===== src/hw/rtl/assert_macros.svh =====
// assertion macros shared by the mailbox rtl
// no dependencies; included by files that carry concurrent checks
`ifndef ASSERT_MACROS_SVH
`define ASSERT_MACROS_SVH

// check a property on every rising clock edge outside reset
`define MRB_ASSERT(lbl, clk, rstn, prop, msg) \
  lbl: assert property (@(posedge clk) disable iff (!rstn) (prop)) else $error(msg);

// same check with an implication spelled out as two parts
`define MRB_ASSERT_IMP(lbl, clk, rstn, pre, post, msg) \
  `MRB_ASSERT(lbl, clk, rstn, (pre) |-> (post), msg)

`endif


===== src/hw/rtl/mrb_pkg.sv =====
// shared types and constants of the mailbox ring buffer
// no dependencies; imported by mrb_ctrl, mrb_dp and the top level
package mrb_pkg;

  localparam int unsigned DefDepth = 16;
  localparam int unsigned MsgBits  = 32;
  localparam int unsigned CapW     = 5;
  localparam int unsigned CntW     = 5;
  localparam int unsigned ActW     = 2;
  localparam int unsigned StatW    = 2;

  localparam logic [CapW-1:0] CapReset = 5'd16;

  typedef enum logic [ActW-1:0] {
    ACT_GET   = 2'd0,
    ACT_POST  = 2'd1,
    ACT_FLUSH = 2'd2,
    ACT_NOP   = 2'd3
  } action_e;

  typedef enum logic [StatW-1:0] {
    ST_OK    = 2'd0,
    ST_EMPTY = 2'd1,
    ST_FULL  = 2'd2
  } status_e;

  // controller to datapath
  typedef struct packed {
    logic capture;
    logic exec;
    logic load_rdata;
  } mrb_cmd_t;

  // datapath to controller
  typedef struct packed {
    logic need_read;
  } mrb_stat_t;

endpackage


===== src/hw/rtl/mrb_ram.sv =====
// generic single write port ram with registered read
// no dependencies
module mrb_ram #(
  parameter int unsigned WIDTH = 32,
  parameter int unsigned DEPTH = 16
) (
  input  logic                     clk_i,
  input  logic                     we_i,
  input  logic [$clog2(DEPTH)-1:0] waddr_i,
  input  logic [WIDTH-1:0]         wdata_i,
  input  logic                     re_i,
  input  logic [$clog2(DEPTH)-1:0] raddr_i,
  output logic [WIDTH-1:0]         rdata_o
);

  logic [WIDTH-1:0] mem_q [DEPTH];
  logic [WIDTH-1:0] rdata_q;

  always_ff @(posedge clk_i) begin
    if (we_i) begin
      mem_q[waddr_i] <= wdata_i;
    end
    if (re_i) begin
      rdata_q <= mem_q[raddr_i];
    end
  end

  assign rdata_o = rdata_q;

endmodule


===== src/hw/rtl/mrb_ctrl.sv =====
// sequencing state machine of the mailbox
// depends on mrb_pkg and assert_macros.svh
`include "assert_macros.svh"

module mrb_ctrl (
  input  logic               clk_i,
  input  logic               rst_ni,
  input  logic               start,
  output logic               busy,
  output logic               done_o,
  output mrb_pkg::mrb_cmd_t  cmd_o,
  input  mrb_pkg::mrb_stat_t stat_i
);

  import mrb_pkg::*;

  typedef enum logic [3:0] {
    S_IDLE = 4'b0001,
    S_EXEC = 4'b0010,
    S_RD   = 4'b0100,
    S_RESP = 4'b1000
  } state_e;

  state_e state_q, state_d;
  logic   accept;

  assign busy   = (state_q == S_EXEC) || (state_q == S_RD);
  assign accept = start && !busy;

  always_comb begin
    state_d = state_q;
    unique case (state_q)
      S_IDLE: begin
        if (accept) state_d = S_EXEC;
      end
      S_EXEC: begin
        state_d = stat_i.need_read ? S_RD : S_RESP;
      end
      S_RD: begin
        state_d = S_RESP;
      end
      S_RESP: begin
        state_d = accept ? S_EXEC : S_IDLE;
      end
      default: begin
        state_d = S_IDLE;
      end
    endcase
  end

  always_ff @(posedge clk_i or negedge rst_ni) begin
    if (!rst_ni) begin
      state_q <= S_IDLE;
    end else begin
      state_q <= state_d;
    end
  end

  assign cmd_o.capture    = accept;
  assign cmd_o.exec       = (state_q == S_EXEC);
  assign cmd_o.load_rdata = (state_q == S_RD);
  assign done_o           = (state_q == S_RESP);

  `MRB_ASSERT_IMP(a_accept_exec, clk_i, rst_ni, accept, ##1 (state_q == S_EXEC),
                  "accepted transaction did not start executing")
  `MRB_ASSERT_IMP(a_exec_resp, clk_i, rst_ni, (state_q == S_EXEC) && !stat_i.need_read,
                  ##1 done_o, "transaction without read missed its response cycle")
  `MRB_ASSERT_IMP(a_rd_resp, clk_i, rst_ni, state_q == S_RD, ##1 done_o,
                  "read wait not followed by response")

endmodule


===== src/hw/rtl/mrb_dp.sv =====
// mailbox datapath: indices, count, capacity, message ram and result registers
// depends on mrb_pkg, mrb_ram and assert_macros.svh
`include "assert_macros.svh"

module mrb_dp #(
  parameter int unsigned DEPTH = mrb_pkg::DefDepth
) (
  input  logic                         clk_i,
  input  logic                         rst_ni,
  input  mrb_pkg::mrb_cmd_t            cmd_i,
  output mrb_pkg::mrb_stat_t           stat_o,
  input  logic                         cfg_we_i,
  input  logic [mrb_pkg::CapW-1:0]     cfg_wdata_i,
  input  logic [mrb_pkg::ActW-1:0]     action_i,
  input  logic [mrb_pkg::MsgBits-1:0]  message_i,
  input  logic                         to_front_i,
  input  logic                         waiter_present_i,
  output logic [mrb_pkg::StatW-1:0]    status_o,
  output logic [mrb_pkg::MsgBits-1:0]  message_out_o,
  output logic                         handed_to_waiter_o,
  output logic [mrb_pkg::CntW-1:0]     fill_count_o
);

  import mrb_pkg::*;

  localparam int unsigned IdxW = $clog2(DEPTH);
  localparam int unsigned CmpW = ((IdxW > CapW) ? IdxW : CapW) + 1;

  // captured transaction
  action_e              act_q;
  logic [MsgBits-1:0]   msg_q;
  logic                 front_q;
  logic                 waiter_q;

  // mailbox state
  logic [CapW-1:0]      cap_q;
  logic [IdxW-1:0]      rd_q, rd_d;
  logic [IdxW-1:0]      wr_q, wr_d;
  logic [CntW-1:0]      cnt_q, cnt_d;

  // result registers
  status_e              status_q, status_d;
  logic [MsgBits-1:0]   mout_q, mout_d;
  logic                 handed_q, handed_d;
  logic [CntW-1:0]      fill_q;

  logic [CmpW-1:0]      cap_raw, depth_c, cap_eff, cap_m1;
  logic [CmpW-1:0]      rd_ext, wr_ext, rd_inc, wr_inc, cnt_ext;
  logic                 ram_we;
  logic [IdxW-1:0]      ram_waddr;
  logic                 ram_re;
  logic [MsgBits-1:0]   ram_rdata;

  // capacity clamped to 1..DEPTH
  assign cap_raw = CmpW'(cap_q);
  assign depth_c = CmpW'(DEPTH);
  assign cap_eff = (cap_q == '0) ? CmpW'(1) : ((cap_raw > depth_c) ? depth_c : cap_raw);
  assign cap_m1  = cap_eff - CmpW'(1);

  assign rd_ext  = CmpW'(rd_q);
  assign wr_ext  = CmpW'(wr_q);
  assign rd_inc  = rd_ext + CmpW'(1);
  assign wr_inc  = wr_ext + CmpW'(1);
  assign cnt_ext = CmpW'(cnt_q);

  assign stat_o.need_read = (act_q == ACT_GET) && (cnt_q != '0);

  always_comb begin
    rd_d      = rd_q;
    wr_d      = wr_q;
    cnt_d     = cnt_q;
    status_d  = ST_OK;
    mout_d    = '0;
    handed_d  = 1'b0;
    ram_we    = 1'b0;
    ram_waddr = wr_q;
    ram_re    = 1'b0;
    unique case (act_q)
      ACT_GET: begin
        if (cnt_q != '0) begin
          cnt_d  = cnt_q - CntW'(1);
          ram_re = 1'b1;
          rd_d   = (rd_inc >= cap_eff) ? '0 : rd_inc[IdxW-1:0];
        end else begin
          status_d = ST_EMPTY;
        end
      end
      ACT_POST: begin
        if (waiter_q) begin
          mout_d   = msg_q;
          handed_d = 1'b1;
        end else if (cnt_ext >= cap_eff) begin
          status_d = ST_FULL;
        end else begin
          ram_we = 1'b1;
          if (front_q) begin
            // step the head back, wrapping to the last slot in use
            rd_d = ((rd_q == '0) || (rd_ext > cap_eff)) ? cap_m1[IdxW-1:0]
                                                        : rd_q - IdxW'(1);
            ram_waddr = rd_d;
          end else begin
            ram_waddr = wr_q;
            wr_d      = (wr_inc >= cap_eff) ? '0 : wr_inc[IdxW-1:0];
          end
          cnt_d = cnt_q + CntW'(1);
        end
      end
      ACT_FLUSH: begin
        if (!waiter_q) begin
          rd_d  = '0;
          wr_d  = '0;
          cnt_d = '0;
        end
      end
      ACT_NOP: begin
      end
      default: begin
      end
    endcase
  end

  always_ff @(posedge clk_i) begin
    if (cmd_i.capture) begin
      msg_q    <= message_i;
      front_q  <= to_front_i;
      waiter_q <= waiter_present_i;
    end
  end

  always_ff @(posedge clk_i or negedge rst_ni) begin
    if (!rst_ni) begin
      act_q    <= ACT_NOP;
      cap_q    <= CapReset;
      rd_q     <= '0;
      wr_q     <= '0;
      cnt_q    <= '0;
      status_q <= ST_OK;
      mout_q   <= '0;
      handed_q <= 1'b0;
      fill_q   <= '0;
    end else begin
      if (cfg_we_i) begin
        cap_q <= cfg_wdata_i;
      end
      if (cmd_i.capture) begin
        act_q <= action_e'(action_i);
      end
      if (cmd_i.exec) begin
        rd_q     <= rd_d;
        wr_q     <= wr_d;
        cnt_q    <= cnt_d;
        status_q <= status_d;
        mout_q   <= mout_d;
        handed_q <= handed_d;
        fill_q   <= cnt_d;
      end else if (cmd_i.load_rdata) begin
        mout_q <= ram_rdata;
      end
    end
  end

  mrb_ram #(
    .WIDTH (MsgBits),
    .DEPTH (DEPTH)
  ) u_ram (
    .clk_i   (clk_i),
    .we_i    (ram_we && cmd_i.exec),
    .waddr_i (ram_waddr),
    .wdata_i (msg_q),
    .re_i    (ram_re && cmd_i.exec),
    .raddr_i (rd_q),
    .rdata_o (ram_rdata)
  );

  assign status_o           = status_q;
  assign message_out_o      = mout_q;
  assign handed_to_waiter_o = handed_q;
  assign fill_count_o       = fill_q;

  `MRB_ASSERT(a_idx_range, clk_i, rst_ni, (rd_ext < depth_c) && (wr_ext < depth_c),
              "ring index outside the built depth")
  `MRB_ASSERT_IMP(a_handed_ok, clk_i, rst_ni, handed_q, status_q == ST_OK,
                  "handed message reported with error status")
  `MRB_ASSERT_IMP(a_empty_fill, clk_i, rst_ni, status_q == ST_EMPTY, fill_q == '0,
                  "empty status with messages stored")

endmodule


===== src/hw/rtl/mailbox_ring_buffer_with_front_post.sv =====
// top level of the mailbox ring buffer with front post
// depends on mrb_pkg, mrb_ctrl, mrb_dp (and through it mrb_ram)
//
// Message mailbox kept as a ring of DEPTH words whose slots in use are set by
// the capacity register (0 acts as 1, values above DEPTH act as DEPTH). A
// transaction is taken when start is high and busy is low; its single result
// sits on the result ports for exactly one cycle with done_o high, and the
// receiver cannot stall it, so it must sample whenever done_o is set. A get,
// when a message is stored, passes through the execute, ram read wait and
// response states, the read wait being for the registered read port of the
// message ram. Every other transaction (post, flush, empty get, unused code)
// goes from execute straight to response. The next transaction can be taken
// in the same cycle as a response, but not while one executes or waits on
// the ram. Posts with a waiting task hand the word straight back on
// message_out_o with handed_to_waiter_o set and store nothing. Capacity is
// written through cfg_we_i / cfg_wdata_i and must only change while no
// transaction is outstanding. There is no clearing pass after reset.
module mailbox_ring_buffer_with_front_post #(
  parameter int unsigned DEPTH = mrb_pkg::DefDepth
) (
  input  logic                         clk_i,
  input  logic                         rst_ni,
  // capacity register write
  input  logic                         cfg_we_i,
  input  logic [mrb_pkg::CapW-1:0]     cfg_wdata_i,
  // request side
  input  logic                         start,
  output logic                         busy,
  input  logic [mrb_pkg::ActW-1:0]     action_i,
  input  logic [mrb_pkg::MsgBits-1:0]  message_i,
  input  logic                         to_front_i,
  input  logic                         waiter_present_i,
  // result side, one cycle strobe
  output logic                         done_o,
  output logic [mrb_pkg::StatW-1:0]    status_o,
  output logic [mrb_pkg::MsgBits-1:0]  message_out_o,
  output logic                         handed_to_waiter_o,
  output logic [mrb_pkg::CntW-1:0]     fill_count_o
);

  import mrb_pkg::*;

  // command and status between sequencer and datapath
  mrb_cmd_t  cmd;
  mrb_stat_t stat;

  // sequencer: idle, execute, ram read wait, response
  mrb_ctrl u_ctrl (
    .clk_i  (clk_i),
    .rst_ni (rst_ni),
    .start  (start),
    .busy   (busy),
    .done_o (done_o),
    .cmd_o  (cmd),
    .stat_i (stat)
  );

  // datapath: ring indices, count, capacity, message ram, result registers
  mrb_dp #(
    .DEPTH (DEPTH)
  ) u_dp (
    .clk_i              (clk_i),
    .rst_ni             (rst_ni),
    .cmd_i              (cmd),
    .stat_o             (stat),
    .cfg_we_i           (cfg_we_i),
    .cfg_wdata_i        (cfg_wdata_i),
    .action_i           (action_i),
    .message_i          (message_i),
    .to_front_i         (to_front_i),
    .waiter_present_i   (waiter_present_i),
    .status_o           (status_o),
    .message_out_o      (message_out_o),
    .handed_to_waiter_o (handed_to_waiter_o),
    .fill_count_o       (fill_count_o)
  );

endmodule

===== config.mk =====
export PLATFORM = sky130hd
export DESIGN_NAME = mailbox_ring_buffer_with_front_post
export DESIGN_NICKNAME = d
export VERILOG_FILES = /design/src/hw/rtl/mrb_pkg.sv /design/src/hw/rtl/mrb_ram.sv /design/src/hw/rtl/mrb_ctrl.sv /design/src/hw/rtl/mrb_dp.sv /design/src/hw/rtl/mailbox_ring_buffer_with_front_post.sv
export VERILOG_INCLUDE_DIRS = /design/src /design/src/hw/rtl
export SDC_FILE = /design/constraint.sdc
export NUM_CORES = 1
export LEC_CHECK = 0
export BUFFER_PORTS_ARGS = -buffer_cell sky130_fd_sc_hd__buf_2
export CAP_MARGIN = 0
export CORE_ASPECT_RATIO = 0.6
export CORE_MARGIN = 3
export CORE_UTILIZATION = 38
export DETAILED_ROUTE_END_ITERATION = 8
export GPL_TIMING_DRIVEN = 1
export PLACE_DENSITY_LB_ADDON = 0.05
export SETUP_SLACK_MARGIN = 0.1
export SLEW_MARGIN = 30
export SYNTH_ARGS = -nofsm -noshare
export SYNTH_HDL_FRONTEND = slang
export SYNTH_SLANG_ARGS = --single-unit

===== constraint.sdc =====
create_clock -name clk_i -period 15.8 [get_ports clk_i]
set_input_delay 1.58 -clock clk_i [delete_from_list [all_inputs] [get_ports clk_i]]
set_output_delay 1.58 -clock clk_i [all_outputs]
set_load 0.02 [all_outputs]

# [Yosys cells after proc, flatten, opt, wreduce, memory -nomap -nowiden]
# Memory sizes are Yosys's and may differ from the RTL's. A register that Yosys moved wholly into a read port is not among the register bits.
# Cells that the tools add are included.
[word_totals] n_memories=1 ram_bits=512 inputBits=45 register_bits=93 out_inout_bits=42 wordCells=99
[classes] n_reduce_logical=17 add_sub_neg=6 magnitude_cmp=5 eq_ne=13 muxes=45
[memory_table] name="u_dp.u_ram.mem_q" depth=16 width=32 rd=1 rd_ports_with_merged_regs=1 wr=1 line="mrb_ram.sv:16" rtl="logic [WIDTH-1:0] mem_q [DEPTH];"
[ops] operator="$mux 32" count=4
[ops] operator="$mux 4" count=17
[ops] operator="$mux 5" count=6
[ops] operator="$ge 5x6->1" count=3
[ops] operator="$pmux 4 s4" count=1
[ops] operator="$pmux 5 s3" count=1
[ops] operator="$pmux 4 s3" count=1
[ops] operator="$reduce_and 6->1" count=2
[ops] operator="$add 4x1->5 const B" count=2
[ops] operator="$mux 1" count=10
[ops] operator="$ne 2x2->1 const B" count=5
[ops] operator="$pmux 4 s2" count=1
[ops] operator="$sub 4x1->4 const B" count=2
[ops] operator="$reduce_and 7->1" count=1
[ops] operator="$gt 4x6->1" count=1
[ops] operator="$mux 2" count=3
[ops] operator="$add 5x1->5 const B" count=1
[ops] operator="$gt 5x5->1 const B" count=1
[ops] operator="$logic_not 5->1" count=1
[ops] operator="$reduce_bool 5->1" count=1
[ops] operator="$sub 5x1->5 const B" count=1
[ops] operator="$eq 4x1->1 const B" count=1
[ops] operator="$eq 4x2->1 const B" count=1
[ops] operator="$eq 4x3->1 const B" count=1
[ops] operator="12 further kinds" count=18

# [Depth between registers and ports, before layout]
# Gate-level depths: netlist of run 1.
[logic_depth] ltp_word=10 ltp_mapped=11 mapped_depth_nobuf=10

# [Modules after synthesis]
# Synthesis of run 1 repeated with hierarchy kept, for this count alone.
[hier_totals] hier_cells=1318 area_unflattened_um2=24940.2
[by_module_without_submodules] mod="mrb_ram" seq_area_each_um2=16335.7 n_inst=1 cells_per_inst=838 area_each_um2=20155.6
[by_module_without_submodules] mod="mrb_dp" seq_area_each_um2=2401.1 n_inst=1 cells_per_inst=455 area_each_um2=4491.8
[by_module_without_submodules] mod="mrb_ctrl" seq_area_each_um2=101.3 n_inst=1 cells_per_inst=25 area_each_um2=292.8

# [Worst setup path before layout of run 1]
# OpenSTA, ideal clock, no wires.
[synth_timing] path_kind="reg2reg" from="reg u_dp.rd_q[0]" to="mem u_dp.u_ram.mem_q[10][0], enable pin" n_path_buf=3 setup_slack_ps=9460 stages_incl_launch_ff=12 synth_period_minus_slack_ps=6340 required_time_ps=15299 setup_ps=501 arrival_time_ps=5839 path_cell_list="dfrtp_1 clkbuf_1 clkbuf_1 inv_1 ha_1 a41oi_1 nor2_1 a31oi_1 buf_2 mux2i_1 a31oi_1 nor4_1"
[synth_between] elab_chain_cells=7 word_cells_on_any_way=9 classes_between="1 x add/sub; 1 x order compare; 5 x mux; 2 x reduce/logical"
[synth_rtl] element="from (decl)" line="mrb_dp.sv:37" rtl="logic [IdxW-1:0] rd_q, rd_d;"
[synth_rtl] element="from (signal assigned)" line="mrb_dp.sv:149" rtl="rd_q <= rd_d;"
[synth_rtl] element="$gt 4x6->1 or $logic_not 4->1 (tied branches)" line="mrb_dp.sv:98" rtl="rd_d = ((rd_q == '0) || (rd_ext > cap_eff)) ? cap_m1[IdxW-1:0]"
[synth_rtl] element="$logic_or 1x1->1" line="mrb_dp.sv:98"
[synth_rtl] element="$mux 4 *" line="mrb_dp.sv:98"
[synth_rtl] element="$mux 4 *" line="mrb_dp.sv:96" rtl="if (front_q) begin"
[synth_rtl] element="$mux 4 *" line="mrb_dp.sv:92" rtl="end else if (cnt_ext >= cap_eff) begin"
[synth_rtl] element="$mux 4 *" line="mrb_dp.sv:89" rtl="if (waiter_q) begin"
[synth_rtl] element="$mux 4 *" line="mrb_dp.sv:78" rtl="unique case (act_q)"
[synth_rtl] element="to (decl)" line="mrb_ram.sv:16"
# Mark *: on every way between the ends. The rest lies on a longest branch, timed or not.

# [Final worst setup path of run 1]
[layout_timing] from="reg u_dp.rd_q[3]" to="mem u_dp.u_ram.mem_q[14][18], enable pin"
# Same word-level chain as after synthesis.

==> results of run 1 <==
-- registers in the layout, summed over array words and instances, names as in the netlist --
signal,count
u_dp.front_q,1
u_dp.status_o,2
u_dp.msg_q,32
u_ctrl.state_q,4
u_dp.handed_to_waiter_o,1
u_dp.cnt_q,5
u_dp.act_q,2
u_dp.u_ram.mem_q,512
u_dp.u_ram.rdata_o,32
u_dp.rd_q,4
u_dp.wr_q,4
u_dp.cap_q,5
u_dp.message_out_o,32
u_dp.waiter_q,1
-- power breakdown --
group	leakage (nW)	switching (mW)	total [mW]	internal, mW
registers	5.95	0.156	2.13	1.97
clock network	0.932	0.626	1.43	0.804
logic	2.69	0.626	1.14	0.510
total	9.57	1.41	4.69	3.29
-- kinds of logic after synthesis --
group           count (synthesis)
xor+xnor                        9
compound gates                145
fa+ha+maj                      30
simple gates                  173
mux                           172
flops                         637
buf+inv                        83
-- cell type report --
cell class / instances / area share (%)
tap: 851 / 3.699
inverter: 21 / 0.2738
antenna: 2 / 0.01739
clock inverter: 35 / 1.147
clock buffer: 75 / 5.485
sequential: 637 / 65.48
multi-input combinational: 529 / 21.15
timing repair buffer: 133 / 2.743
-- worst max-delay path, stage by stage (launching register included) --
cell      delay, ns
dfrtp_4        0.98
ha_1           0.38
a41oi_1        0.23
inv_1          0.09
a21o_1         0.19
a22oi_1        0.44
mux2_2         0.50
a211oi_4       0.25
buf_4          0.52
-- stage by stage --
step                setup slack, ns  cell area [sq um]
finish                        11.75              28790
global route                  11.42              28780
CTS                           11.68              28780
detailed placement            11.70              26870
global placement              11.55              26870
floorplan                     9.460              25110
-- metal layers --
metal  routed length, um  vias to the layer above
met3                3273                       62
li1                    -                     5395
met1               32740                     6581
met2               25440                      283
met5                   0                        -
met4                 903                        0
-- worst paths after layout --
path / end / slack, ns / cells after the start / from
max: u_dp.u_ram.mem_q[14][18] / 11.75 / 8 / u_dp.rd_q[3]
min: u_dp.message_out_o[28] / 0.47 / 2 / u_dp.message_out_o[28]
max reg2reg: u_dp.u_ram.mem_q[14][18] / 11.75 / 8 / u_dp.rd_q[3]
min reg2reg: u_dp.message_out_o[28] / 0.47 / 2 / u_dp.message_out_o[28]
max in group asynchronous: u_dp.rd_q[0] / 14.02 / 2 / rst_ni
min in group asynchronous: u_dp.cnt_q[3] / 0.93 / 1 / rst_ni
-- cell usage in the layout, fill, tap and decap left out, types with 3 or more instances in the layout --
master     instances
edfxtp_1         578
mux4_2           160
buf_2             85
clkbuf_16         61
nand2_1           59
dfrtp_1           51
buf_4             47
a21oi_1           46
o21ai_0           42
and3_1            34
ha_1              29
nor2_1            25
inv_1             19
clkinv_1          17
clkbuf_1          14
clkinv_2           9
nor2b_1            8
a21o_1             8
nor3_2             8
nor3_1             6
mux2i_1            6
mux2_2             6
o31ai_1            6
bufinv_16          6
nand3_1            5
xnor2_1            5
and2_1             5
nand2b_1           5
xor2_1             4
a211oi_4           4
dfstp_2            4
o21ai_1            3
nor3b_1            3
a31oi_1            3
a22oi_1            3
nor4_2             3
nor4_1             3
o22ai_1            3
dfrtp_4            3
==> impl_metrics.ini, run 1 <==
[outcome]
status = completed

[job]
maxCapViolations = 0

[yosys]
ys_types = 60
yosysTopAreaCell = edfxtp_1
synthFlopType = edfxtp_1
yosysMostFrequentCell = edfxtp_1
synthMuxAreaShare_pct = 14.86
synth_fa_ha_area_share_pct = 1.525
yosysSeqAreaShare_pct = 75.03
syn_avg_cell_area_sq_um = 20.10
synth_area_sq_um = 25110
synth_edf_count = 578
synth_top_cells_by_count = edfxtp_1 (578), mux4_2 (160), nand2_1 (59)
synth_top_family_by_area = multiplexers
ys_ff_latch = 637
yosys_warnings = 0
synth_cells = 1249
synth_xor_area_share_pct = 0.3140
synth_compound_area_share_pct = 3.533
yosysTopAreaCellShare_pct = 69.13
async_flop_share_pct = 9.262
synth_area_leaders = edfxtp_1 (69%), mux4_2 (14%), dfrtp_1 (5.5%), ha_1 (1.4%), a21oi_1 (0.92%)
syn-num-nets = 1324
synth_simple_gate_area_share_pct = 3.474

[route]
ant_nets = 0
drt_wl_total_um = 62360
dr.pass1.iters = 5
viasPerCell = 5.397
routed-via-count = 12320
route.detailed.drc = 0
first_iter_violations = 1025
routedWlPerCell_um = 27.31

[clocking]
post_cts_resize_count = 0
ctsHoldBuffers = 0
cts_tree = done
clockBufferDepth = 3
clk_latency_ns = 0.64
clkSlewWorstSetupHoldPaths_ns = 0.06
cts_num_sinks = 637
cts_buffers = 60
cts_setup_buffers = 0
cts_htree_levels = 2
root_buffer = clkbuf_16

[critical_path]
cp-start-kind = flip-flop
arrival_ns = 4.32
crit_type = reg2reg
worst_ep_required_time_ns = 16.07
cp_max_fo = 40
critPathCaptureType = flip-flop

[global_route]
antenna_found_initial = 0
overflow = 0
grt_util_met2_pct = 24.93
grt_usage_pct = 18.44
grt_pass1_vias = 12480
grt_use_met3_pct = 3.678
grt_max_degree = 66
grtUsageMet1_pct = 30.38
grt_pass1_wl_um = 91110
gr-max-usage-layer = met1

[layout]
fin_util_pct = 44.38
area_delta_synth_final_pct = 14.66
multi_input_area_sq_um = 6090
nets = 1457
drive_gt1_share_pct = 28.81
seq_area_sq_um = 18850
n_fill_cell = 5560
fin_cells = 2283

[timing]
fin_crit_ns = 4.053
finalSetupViolCount = 0
min_period_over_period_pct = 25.65
slew_viol_final = 0
whs_ns = 0.4720
setup_tns_ns = 0
slew-limit-headroom_pct = 41.47
fmax_mhz = 246.8
worst_pin_slew_ns = 0.8779
fin_skew_ns = 0.01844
rsz0062_at_grt = no
final-hold-violation-count = 0

[pwr]
p_leak_nw = 9.571
power_mw = 4.694
ir_drop_mv = 0.07714
power_density_nw_per_um2 = 163.1

[placed_design]
dp_cells = 2171
dp_hpwl_um = 37560
place_congestion = 0.8120
io_buffer_count = 86

[die]
io_pins = 87
rows = 72
core_area_sq_um = 64860
die_w_um = 337.8
die-area_sq_um = 69290
start_util_pct = 38.71
dieHeight_um = 205.1

[worst_hold_path]
hp-class = reg2reg
(Power assumes the default switching activity.)
==> run 2, diff against run 1 <==
ABC_AREA = 1   (was unset)
clock period = 3.4 ns   (was 15.8 ns; I/O delays follow)
==> impl_metrics.ini, run 2 <==
[outcome]
status = completed

[timing]
slew-limit-headroom_pct = 33.50
finalSetupViolCount = 0
fin_crit_ns = 3.210
rsz0062_at_grt = no
whs_ns = 0.06521
fmax_mhz = 311.5
fin_skew_ns = 0.02158
min_period_over_period_pct = 94.42
worst_pin_slew_ns = 0.9975
slew_viol_final = 0
final-hold-violation-count = 0

[route]
routed-via-count = 16650
dr.pass1.iters = 5
routedWlPerCell_um = 25.03
drt_wl_total_um = 76750
route.detailed.drc = 0
first_iter_violations = 1528
ant_nets = 0
viasPerCell = 5.430

[yosys]
synthFlopType = edfxtp_1
synth_edf_count = 578
yosysTopAreaCell = edfxtp_1
syn-num-nets = 2037
synth_top_cells_by_count = edfxtp_1 (578), nor2_1 (329), o21ai_0 (271)
ys_ff_latch = 637
yosysTopAreaCellShare_pct = 68.44
yosys_warnings = 0
yosysMostFrequentCell = edfxtp_1
synth_cells = 1962
syn_avg_cell_area_sq_um = 12.93
ys_types = 42
yosysSeqAreaShare_pct = 74.28
async_flop_share_pct = 9.262
synth_area_leaders = edfxtp_1 (68%), dfrtp_1 (5.4%), o21ai_0 (5.3%), nor2_1 (4.9%), nand2_1 (2.7%)
synth_area_sq_um = 25360

[global_route]
grtUsageMet1_pct = 33.38
gr-max-usage-layer = met1
overflow = 0
grt_usage_pct = 21.19
grt_pass1_vias = 15870
grt_util_met2_pct = 30.79
grt_use_met3_pct = 3.023
grt_pass1_wl_um = 110100
grt_max_degree = 189
antenna_found_initial = 1

[die]
rows = 72
io_pins = 87
dieHeight_um = 206.1
start_util_pct = 38.88
die-area_sq_um = 69970
die_w_um = 339.5
core_area_sq_um = 65220

[worst_hold_path]
holdPathStages = 2
hold_end = u_dp.cap_q[1]
hp-class = in2reg
hp-start = cfg_we_i

[critical_path]
r2r_end = u_dp.u_ram.mem_q[0][27]
critPathCaptureType = flip-flop
cp-start-kind = flip-flop
rrSetupSlack_ns = 0.19
crit_type = reg2reg
worst_ep_required_time_ns = 3.75
worstRegToRegCells = 19
cp_max_fo = 8
r2r-start = u_dp.cap_q[3]
arrival_ns = 3.56

[layout]
largest_reg_flops = 512
area_delta_synth_final_pct = 19.70
final_common_cell = edfxtp_1
diodes = 0
drive_gt1_share_pct = 15.79
final_cell_mix = edfxtp_1 (578), nor2_1 (309), o21ai_0 (271)
regMostFlops = u_dp.u_ram.mem_q
fin_util_pct = 46.54
nets = 2205
fin_cells = 3066

[clocking]
cts_buffers = 59
root_buffer = clkbuf_16
cts_htree_levels = 2
clockBufferDepth = 3
clkSlewWorstSetupHoldPaths_ns = 0.07
clk_latency_ns = 0.65
cts_tree = done
cts_num_sinks = 637

[placed_design]
dp_hpwl_um = 43150
place_congestion = 0.8146
io_buffer_count = 86
dp_cells = 2878

[job]
maxCapViolations = 0

[pwr]
p_leak_nw = 10.43
power_mw = 23.67
ir_drop_mv = 0.4980
power_density_nw_per_um2 = 779.7
==> run 2: repair_timing <==
item | 4_1_cts | 5_1_grt
gates resized for setup | 0 | 48
setup endpoints to repair | 0 | 512
buffers inserted | 0 | 21
hold buffers | 48 | 0
hold endpoints to repair | 97 | 0
==> run 2: metrics by stage <==
step / instance area, sq um / setup slack [ns] / setup TNS (ns)
finish: 30350 / 0.1898 / 0
floorplan: 25410 / -0.1663 / -72.41
global route: 30350 / 0.01428 / 0
detailed placement: 27300 / 0.1806 / 0
CTS: 29710 / 0.1735 / 0
global placement: 27270 / 0.2125 / 0
==> run 2: critical path, stage by stage, from the launching register on <==
cell and delay, ns:
dfrtp_1 0.38, inv_1 0.09, nand4_1 0.14, nand2_2 0.14, nand2_2 0.10, buf_6 0.15, ha_4 0.26, inv_1 0.03
o21bai_1 0.11, nand3_1 0.14, nand3_4 0.12, nor2_4 0.07, buf_4 0.15, nand2_2 0.09, o21ai_4 0.08, inv_2 0.10
nand4_1 0.22, nor2_4 0.18, buf_12 0.15, clkbuf_16 0.18
==> run 2: power by group <==
part	internal, mW	total, mW	switching [mW]
registers	9.22	9.76	0.544
clock network	3.78	6.78	3.01
logic	2.15	7.12	4.97
==> run 2: worst max path at each step <==
stage | cells past startpoint | to | slack, ns | from
after floorplan | 18 | u_dp.u_ram.mem_q[10][0] | -0.17 | u_dp.rd_q[0]
after global placement | 18 | u_dp.u_ram.mem_q[0][9] | 0.21 | u_dp.cap_q[4]
after detailed placement | 18 | u_dp.u_ram.mem_q[0][9] | 0.18 | u_dp.cap_q[4]
after CTS | 18 | u_dp.u_ram.mem_q[0][18] | 0.17 | u_dp.cap_q[4]
after global routing | 21 | u_dp.u_ram.mem_q[0][31] | 0.01 | u_dp.cap_q[0]
final | 19 | u_dp.u_ram.mem_q[0][27] | 0.19 | u_dp.cap_q[3]
==> run 2: metal layers <==
| metal | up-vias | part of all wire [%] |
|---|---|---|
| met2 | 507 | 42 |
| met1 | 8511 | 51 |
| met3 | 83 | 5.2 |
| li1 | 7546 | - |
| met4 | 0 | 1.8 |
| met5 | - | 0 |
==> run 2: cell type report <==
type | count | area (sq um)
Clock buffer | 76 | 1562
Timing Repair Buffer | 223 | 2086
Inverter | 56 | 216.5
Fill cell | 5936 | 34870
Tap cell | 888 | 1111
Sequential cell | 637 | 18850
Multi-Input combinational cell | 1153 | 6165
Clock inverter | 33 | 366.6
==> run 2: cell families (layout without fill, tap and decap cells) <==
logic type	after synthesis	in the layout	synth area share (%)
flops	637	637	74.28
simple gates	617	617	9.981
compound gates	500	500	11.27
buf+inv	172	388	2.743
fa+ha+maj	30	30	1.510
xor+xnor	6	6	0.2072
